File: src/sv/sfta_pkg.sv
package sfta_pkg;

    typedef struct packed {
        logic signed [15:0] tex_t;
        logic signed [15:0] tex_s;
        logic signed [15:0] normal_index;
        logic signed [15:0] vertex_index;
    } vertex_t;

    // one queued item: a whole triangle in emit order, or an end marker
    typedef struct packed {
        logic    end_mark;
        vertex_t c2;
        vertex_t c1;
        vertex_t c0;
    } job_t;

    typedef struct packed {
        logic push;
        job_t job;
    } push_t;

    typedef enum logic [2:0] {
        PH_CMD,
        PH_VIDX,
        PH_NIDX,
        PH_S,
        PH_T
    } phase_t;

    localparam logic [1:0] CORNER_FIRST = 2'd0;
    localparam logic [1:0] CORNER_MID   = 2'd1;
    localparam logic [1:0] CORNER_LAST  = 2'd2;

    // vertex count within a primitive, saturating
    localparam logic [1:0] VCNT_NONE = 2'd0;
    localparam logic [1:0] VCNT_ONE  = 2'd1;
    localparam logic [1:0] VCNT_MANY = 2'd2;

endpackage

File: src/sv/sfta_front.sv
module sfta_front (
    input  logic                   aclk,
    input  logic                   aresetn,
    input  logic                   s_valid,
    input  logic signed [15:0]     s_stream_word,
    input  logic                   q_full,
    input  logic                   cfg_valid,
    input  logic                   cfg_data,
    output sfta_pkg::push_t        push_out
);

    sfta_pkg::phase_t  phase_reg, phase_next;
    logic [15:0]       left_reg, left_next;
    logic              strip_reg, strip_next;
    logic [1:0]        vcnt_reg, vcnt_next;
    logic              odd_reg, odd_next;
    logic              flip_reg;
    sfta_pkg::vertex_t pivot_reg, pivot_next;
    sfta_pkg::vertex_t older_reg, older_next;
    sfta_pkg::vertex_t newer_reg, newer_next;
    sfta_pkg::vertex_t part_reg, part_next;
    sfta_pkg::vertex_t cur;
    logic [15:0]       wu;
    logic              accept;
    logic              rev;

    assign wu     = s_stream_word;
    assign accept = s_valid && !q_full;

    always_ff @(posedge aclk) begin
        if (!aresetn) begin
            phase_reg <= sfta_pkg::PH_CMD;
            left_reg  <= '0;
            strip_reg <= 1'b0;
            vcnt_reg  <= sfta_pkg::VCNT_NONE;
            odd_reg   <= 1'b0;
            flip_reg  <= 1'b1;
        end else begin
            phase_reg <= phase_next;
            left_reg  <= left_next;
            strip_reg <= strip_next;
            vcnt_reg  <= vcnt_next;
            odd_reg   <= odd_next;
            if (cfg_valid) begin
                flip_reg <= cfg_data;
            end
        end
    end

    always_ff @(posedge aclk) begin
        pivot_reg <= pivot_next;
        older_reg <= older_next;
        newer_reg <= newer_next;
        part_reg  <= part_next;
    end

    always_comb begin
        phase_next = phase_reg;
        left_next  = left_reg;
        strip_next = strip_reg;
        vcnt_next  = vcnt_reg;
        odd_next   = odd_reg;
        pivot_next = pivot_reg;
        older_next = older_reg;
        newer_next = newer_reg;
        part_next  = part_reg;
        push_out   = '0;
        cur        = part_reg;
        cur.tex_t  = s_stream_word;
        rev        = 1'b0;
        if (accept) begin
            unique case (phase_reg)
                sfta_pkg::PH_CMD: begin
                    if (wu == 16'd0) begin
                        push_out.push         = 1'b1;
                        push_out.job.end_mark = 1'b1;
                    end else begin
                        strip_next = !wu[15];
                        left_next  = wu[15] ? (16'd0 - wu) : wu;
                        vcnt_next  = sfta_pkg::VCNT_NONE;
                        odd_next   = 1'b0;
                        phase_next = sfta_pkg::PH_VIDX;
                    end
                end
                sfta_pkg::PH_VIDX: begin
                    part_next.vertex_index = s_stream_word;
                    phase_next             = sfta_pkg::PH_NIDX;
                end
                sfta_pkg::PH_NIDX: begin
                    part_next.normal_index = s_stream_word;
                    phase_next             = sfta_pkg::PH_S;
                end
                sfta_pkg::PH_S: begin
                    part_next.tex_s = s_stream_word;
                    phase_next      = sfta_pkg::PH_T;
                end
                sfta_pkg::PH_T: begin
                    priority if (vcnt_reg == sfta_pkg::VCNT_NONE) begin
                        pivot_next = cur;
                        older_next = cur;
                        newer_next = cur;
                        vcnt_next  = sfta_pkg::VCNT_ONE;
                    end else if (vcnt_reg == sfta_pkg::VCNT_ONE) begin
                        newer_next = cur;
                        vcnt_next  = sfta_pkg::VCNT_MANY;
                    end else begin
                        rev                   = strip_reg ? (odd_reg ^ flip_reg) : flip_reg;
                        push_out.push         = 1'b1;
                        push_out.job.end_mark = 1'b0;
                        push_out.job.c0       = strip_reg ? older_reg : pivot_reg;
                        push_out.job.c1       = rev ? cur : newer_reg;
                        push_out.job.c2       = rev ? newer_reg : cur;
                        older_next            = newer_reg;
                        newer_next            = cur;
                    end
                    odd_next   = !odd_reg;
                    left_next  = left_reg - 16'd1;
                    phase_next = (left_reg == 16'd1) ? sfta_pkg::PH_CMD : sfta_pkg::PH_VIDX;
                end
                default: begin
                    phase_next = sfta_pkg::PH_CMD;
                end
            endcase
        end
    end

endmodule

File: src/sv/sfta_queue.sv
module sfta_queue #(
    parameter int DEPTH = 2
) (
    input  logic                 aclk,
    input  logic                 aresetn,
    input  sfta_pkg::push_t      push_in,
    input  logic                 pop,
    output logic                 full,
    output logic                 q_valid,
    output sfta_pkg::job_t       head
);

    localparam int PW = (DEPTH > 1) ? $clog2(DEPTH) : 1;
    localparam int CW = $clog2(DEPTH + 1);

    sfta_pkg::job_t mem_reg [DEPTH];
    logic [PW-1:0]  wr_ptr_reg, wr_ptr_next;
    logic [PW-1:0]  rd_ptr_reg, rd_ptr_next;
    logic [CW-1:0]  count_reg, count_next;
    logic           do_push, do_pop;

    assign full    = (count_reg == CW'(DEPTH));
    assign q_valid = (count_reg != '0);
    assign head    = mem_reg[rd_ptr_reg];
    assign do_push = push_in.push && !full;
    assign do_pop  = pop && q_valid;

    always_ff @(posedge aclk) begin
        if (!aresetn) begin
            wr_ptr_reg <= '0;
            rd_ptr_reg <= '0;
            count_reg  <= '0;
        end else begin
            wr_ptr_reg <= wr_ptr_next;
            rd_ptr_reg <= rd_ptr_next;
            count_reg  <= count_next;
        end
    end

    always_ff @(posedge aclk) begin
        if (do_push) begin
            mem_reg[wr_ptr_reg] <= push_in.job;
        end
    end

    always_comb begin
        wr_ptr_next = wr_ptr_reg;
        rd_ptr_next = rd_ptr_reg;
        count_next  = count_reg;
        if (do_push) begin
            wr_ptr_next = (wr_ptr_reg == PW'(DEPTH - 1)) ? '0 : wr_ptr_reg + PW'(1);
        end
        if (do_pop) begin
            rd_ptr_next = (rd_ptr_reg == PW'(DEPTH - 1)) ? '0 : rd_ptr_reg + PW'(1);
        end
        if (do_push && !do_pop) begin
            count_next = count_reg + CW'(1);
        end else if (do_pop && !do_push) begin
            count_next = count_reg - CW'(1);
        end
    end

endmodule

File: src/sv/sfta_back.sv
module sfta_back (
    input  logic                 aclk,
    input  logic                 aresetn,
    input  logic                 q_valid,
    input  sfta_pkg::job_t       head,
    output logic                 pop,
    output logic                 m_valid,
    input  logic                 m_ready,
    output logic signed [15:0]   m_vertex_index,
    output logic signed [15:0]   m_normal_index,
    output logic signed [15:0]   m_tex_s,
    output logic signed [15:0]   m_tex_t,
    output logic [1:0]           m_corner,
    output logic                 m_triangle_last,
    output logic                 m_stream_end
);

    logic              m_valid_reg, m_valid_next;
    logic [1:0]        corner_reg, corner_next;
    sfta_pkg::vertex_t vtx_reg, vtx_next;
    logic [1:0]        ocorner_reg, ocorner_next;
    logic              last_reg, last_next;
    logic              end_reg, end_next;
    sfta_pkg::vertex_t sel;
    logic              load;

    assign load = (!m_valid_reg || m_ready) && q_valid;

    always_ff @(posedge aclk) begin
        if (!aresetn) begin
            m_valid_reg <= 1'b0;
            corner_reg  <= sfta_pkg::CORNER_FIRST;
        end else begin
            m_valid_reg <= m_valid_next;
            corner_reg  <= corner_next;
        end
    end

    always_ff @(posedge aclk) begin
        vtx_reg     <= vtx_next;
        ocorner_reg <= ocorner_next;
        last_reg    <= last_next;
        end_reg     <= end_next;
    end

    always_comb begin
        unique case (corner_reg)
            sfta_pkg::CORNER_FIRST: sel = head.c0;
            sfta_pkg::CORNER_MID:   sel = head.c1;
            default:                sel = head.c2;
        endcase
    end

    always_comb begin
        m_valid_next = (m_valid_reg && !m_ready) || q_valid;
        corner_next  = corner_reg;
        vtx_next     = vtx_reg;
        ocorner_next = ocorner_reg;
        last_next    = last_reg;
        end_next     = end_reg;
        pop          = 1'b0;
        if (load) begin
            if (head.end_mark) begin
                vtx_next     = '0;
                ocorner_next = sfta_pkg::CORNER_FIRST;
                last_next    = 1'b0;
                end_next     = 1'b1;
                pop          = 1'b1;
                corner_next  = sfta_pkg::CORNER_FIRST;
            end else begin
                vtx_next     = sel;
                ocorner_next = corner_reg;
                last_next    = (corner_reg == sfta_pkg::CORNER_LAST);
                end_next     = 1'b0;
                if (corner_reg == sfta_pkg::CORNER_LAST) begin
                    pop         = 1'b1;
                    corner_next = sfta_pkg::CORNER_FIRST;
                end else begin
                    corner_next = corner_reg + 2'd1;
                end
            end
        end
    end

    assign m_valid         = m_valid_reg;
    assign m_vertex_index  = vtx_reg.vertex_index;
    assign m_normal_index  = vtx_reg.normal_index;
    assign m_tex_s         = vtx_reg.tex_s;
    assign m_tex_t         = vtx_reg.tex_t;
    assign m_corner        = ocorner_reg;
    assign m_triangle_last = last_reg;
    assign m_stream_end    = end_reg;

endmodule

File: src/sv/strip_fan_triangle_assembly_unit.sv
// Path: the t word of a triangle's closing vertex pushes the triangle into the
//   QUEUE_DEPTH-entry queue, from which the output sequencer takes its corners in turn.
// Throughput: one stream word per cycle unless the queue is full; the output sequencer
//   emits one corner per cycle unless m_ready stalls it, three per triangle.
// Reset: synchronous, active low; parser expects a command word, queue and output
//   register empty, flip_winding set to 1.
module strip_fan_triangle_assembly_unit #(
    parameter int QUEUE_DEPTH = 2
) (
    input  logic                 aclk,
    input  logic                 aresetn,
    input  logic                 s_valid,
    output logic                 s_ready,
    input  logic signed [15:0]   s_stream_word,
    output logic                 m_valid,
    input  logic                 m_ready,
    output logic signed [15:0]   m_vertex_index,
    output logic signed [15:0]   m_normal_index,
    output logic signed [15:0]   m_tex_s,
    output logic signed [15:0]   m_tex_t,
    output logic [1:0]           m_corner,
    output logic                 m_triangle_last,
    output logic                 m_stream_end,
    input  logic                 cfg_valid,
    output logic                 cfg_ready,
    input  logic                 cfg_data
);

    sfta_pkg::push_t push_w;
    sfta_pkg::job_t  head_w;
    logic            full_w;
    logic            q_valid_w;
    logic            pop_w;

    assign s_ready   = !full_w;
    assign cfg_ready = 1'b1;

    sfta_front u_front (
        .aclk          (aclk),
        .aresetn       (aresetn),
        .s_valid       (s_valid),
        .s_stream_word (s_stream_word),
        .q_full        (full_w),
        .cfg_valid     (cfg_valid),
        .cfg_data      (cfg_data),
        .push_out      (push_w)
    );

    sfta_queue #(
        .DEPTH (QUEUE_DEPTH)
    ) u_queue (
        .aclk    (aclk),
        .aresetn (aresetn),
        .push_in (push_w),
        .pop     (pop_w),
        .full    (full_w),
        .q_valid (q_valid_w),
        .head    (head_w)
    );

    sfta_back u_back (
        .aclk            (aclk),
        .aresetn         (aresetn),
        .q_valid         (q_valid_w),
        .head            (head_w),
        .pop             (pop_w),
        .m_valid         (m_valid),
        .m_ready         (m_ready),
        .m_vertex_index  (m_vertex_index),
        .m_normal_index  (m_normal_index),
        .m_tex_s         (m_tex_s),
        .m_tex_t         (m_tex_t),
        .m_corner        (m_corner),
        .m_triangle_last (m_triangle_last),
        .m_stream_end    (m_stream_end)
    );

endmodule

File: config.mk
export PLATFORM = sky130hd
export DESIGN_NAME = strip_fan_triangle_assembly_unit
export DESIGN_NICKNAME = d
export VERILOG_FILES = /design/src/sv/sfta_pkg.sv /design/src/sv/sfta_front.sv /design/src/sv/sfta_queue.sv /design/src/sv/sfta_back.sv /design/src/sv/strip_fan_triangle_assembly_unit.sv
export SDC_FILE = /design/constraint.sdc
export NUM_CORES = 1
export LEC_CHECK = 0
export BUFFER_PORTS_ARGS = -buffer_cell sky130_fd_sc_hd__buf_2
export CAP_MARGIN = 20
export CORE_MARGIN = 8
export CORE_UTILIZATION = 47
export DETAILED_ROUTE_END_ITERATION = 10
export PLACE_DENSITY = 0.65
export SLEW_MARGIN = 0
export SYNTH_ARGS = -nofsm -noshare
export SYNTH_HDL_FRONTEND = slang
export SYNTH_SLANG_ARGS = --single-unit
File: constraint.sdc
create_clock -name aclk -period 12.3 [get_ports aclk]
set_input_delay 1.23 -clock aclk [delete_from_list [all_inputs] [get_ports aclk]]
set_output_delay 1.23 -clock aclk [all_outputs]
set_load 0.005 [all_outputs]
==> summary.txt <==
Global route
  • Vias in the first global route: around 17k
  • Global-route wire length before repair: 99300 µm
  • Largest net degree at the start of global routing: slightly below 200
  • Total track usage: a little under a fifth
  • Total grt overflow: 0
  • Antenna violations before repair: 3

Setup path
  • CP required: 12.50 ns
  • CP endpoint kind: register
  • Crit-path cells: buf_2 > inv_1 > ha_1 > nor4b_1 > nand4_1 > a21oi_1 > and2_4 > buf_4 > buf_4
  • CP peak stage delay: ~0.9 ns
  • Top cell by count, worst path: buf_4
  • Critical-path maximum fanout: 75
  • Slowest CP cell: buf_4
  • CP Launch Type: input pin
  • Critical Setup Path Class: input pin to register
  • Worst EP arrival: between 5 and 6 ns

Detailed routing
  • Post-DRT Antenna Nets: 0
  • Routed WL: ~65000 µm
  • Wirelength per Cell: approximately 23 µm
  • DR pass1 iterations: 6
  • Initial DRC Count: around 1.6k
  • DR vias/cell: 5.70
  • Via Count: roughly 17k
  • Drt drc: 0

Cells and area
  • Finished Cell Area: about 33000 µm²
  • Layout Cells excl Fill: slightly below 3k
  • Max reg flops: between 300 and 400
  • Post-Route Utilization: a little over half
  • Layout Area Growth over Synthesis: 12.7%
  • Fraction of layout cells with a size suffix above 1: 18.0%
  • Antenna diodes: 0
  • Layout Nets: slightly above 2k

STA
  • Fin. Hold Viols: 0
  • Final period util: 42.4%
  • Fin Setup TNS: 0 ns
  • Worst relative slew slack: -1.44%
  • Clk_skew: 0.0234 ns
  • Crit path time final: ~5.2 ns
  • Final worst hold slack: about 0.47 ns
  • Pins Over Slew Limit: 46
  • Max Freq: 0.192 GHz
  • RSZ-0062 raised after global routing: false
  • Setup Viol. Count Final: 0
  • Setup WS post-layout: 7.08 ns
  • Worst-Margin Slew: around 1.5 ns

Run status
  • Violated checks: max-slew violations
  • Outcome: finished, violations left

Synth
  • Synth Net Count: between 1.5k and 2k
  • Synth top area share: a little over two thirds
  • Register area share after synthesis: around 73%
  • Most used DFF post-synth: edfxtp_1
  • Syn_area_per_cell: between 15 and 20 µm²
  • Syn Std Cell Area: 29500 µm²
  • Post-synth top cells: edfxtp_1, nand2_1, nor2_1
  • Cell with the most instances after synthesis: edfxtp_1
  • Async SR Flop Fraction: 0%
  • Area contributors post-synth: edfxtp_1, mux4_2, mux2i_1, nand2_1, mux2_2
  • Yosys warns: 0
  • Post-synth EDFFs: 694
  • Netlist cell types: 59
  • Post-synth top area cell: edfxtp_1
  • Post-Synthesis Cells: between 1.5k and 2k
  • Seq cells post-synth: 726

Floorplan
  • Site Rows: between 90 and 100
  • Core Footprint: about 63000 µm²
  • Die area: 71000 µm²
  • Initial Utilization: 47.2%
  • Die W: between 200 and 300 µm
  • Die Span Y: between 200 and 300 µm
  • I/O pins: slightly above 90

Place
  • Placement Setup Slack: about 6.4 ns
  • Routability cong.: approximately 0.87
  • Placed Instances: ~2.8k
  • Input/output buffers: 91
  • DP Area: 30800 µm²
  • HPWL Detailed: 35300 µm

Clock tree
  • Cts bufs inserted: 76
  • Clock sink total: 726
  • Clock Latency Late Sink: ~0.60 ns
  • Root Buffer Master: clkbuf_16
  • Clock Path Buffers: 3
  • H-tree lvl count: 3
  • Hold-fix buffers at CTS: 0
  • Post-CTS setup buffers: 0
  • CTS tree: built
  • Clock slew at reported path FFs: about 0.050 ns
  • # resized after CTS: 0

Power
  • Leakage: ~11 nW
  • Power Density: 152 nW/µm²
  • Design Power: 5.04 mW
  • Peak supply drop: approximately 0.13 mV

Min path
  • Hold WC Path Type: register to register

Flow run
  • Max-Cap Viols: 0
[logic make-up after synthesis]
| group | synth area share (%) |
|---|---|
| XOR/XNOR | 0.475 |
| multiplexers | 11.9 |
| buffers and inverters | 1.86 |
| flip-flops | 72.8 |
| AND/OR/NAND/NOR | 7.31 |
| AO/OA/AOI/OAI | 5.46 |
| other | 0.0127 |
| adder cells (fa/ha/maj) | 0.170 |
[layout make-up]
type | instances | area (µm²)
Timing Repair Buffer | 114 | 698
Sequential cell | 726 | 21500
Fill cell | 5005 | 29300
Inverter | 14 | 55.1
Clock inverter | 44 | 365
Tap cell | 846 | 1060
Multi-Input combinational cell | 1071 | 7530
Clock buffer | 89 | 2010
[per-layer routing]
metal | track usage, % | vias up | wire (µm)
li1 | - | 7478 | -
met1 | 24.5 | 8456 | 28100
met2 | 30.0 | 530 | 31600
met3 | 3.17 | 101 | 4200
met4 | 6.07 | 0 | 1620
met5 | 0 | - | 0
[worst max-delay path, delay by kind of cell]
family          cells  cell delay (ns)
compound gates      1             0.37
fa+ha+maj           1             0.32
buf+inv             4             2.09
simple gates        3             1.24
[where the power goes]
group          internal (mW)  leakage, nW  switching, mW
registers               2.69         6.58         0.0225
clock network           1.29         1.16          0.900
logic                 0.0501         3.07         0.0897
[path summary, 6_finish.rpt]
path,slack (ns),cells past startpoint,endpoint,start
setup / recovery,7.08,9,u_queue.mem_reg[1][39],s_stream_word[0]
hold reg to reg,0.47,1,u_front.odd_reg,u_front.odd_reg
setup reg to reg,7.86,6,u_queue.mem_reg[1][39],u_front.phase_reg[2]
hold / removal,0.47,1,u_front.odd_reg,u_front.odd_reg
[layout by cell type, fill, tap and decap left out, drive strengths merged, types with 3 or more instances in the layout]
cell type	instances
edfxtp	694
nand2	280
nor2	166
a21oi	142
mux2i	135
buf	114
clkbuf	89
mux2	67
a211oi	65
mux4	62
clkinv	36
dfxtp	32
o21ai	22
nor3	13
inv	12
nand3	9
or3	9
nor4	9
xor2	8
xnor2	8
a32o	7
nand2b	6
bufinv	6
nand4	5
a31oi	5
o31ai	4
ha	4
clkinvlp	4
nor2b	4
or4	4
o22ai	3
Note: power is estimated with default switching activity, not from simulation.
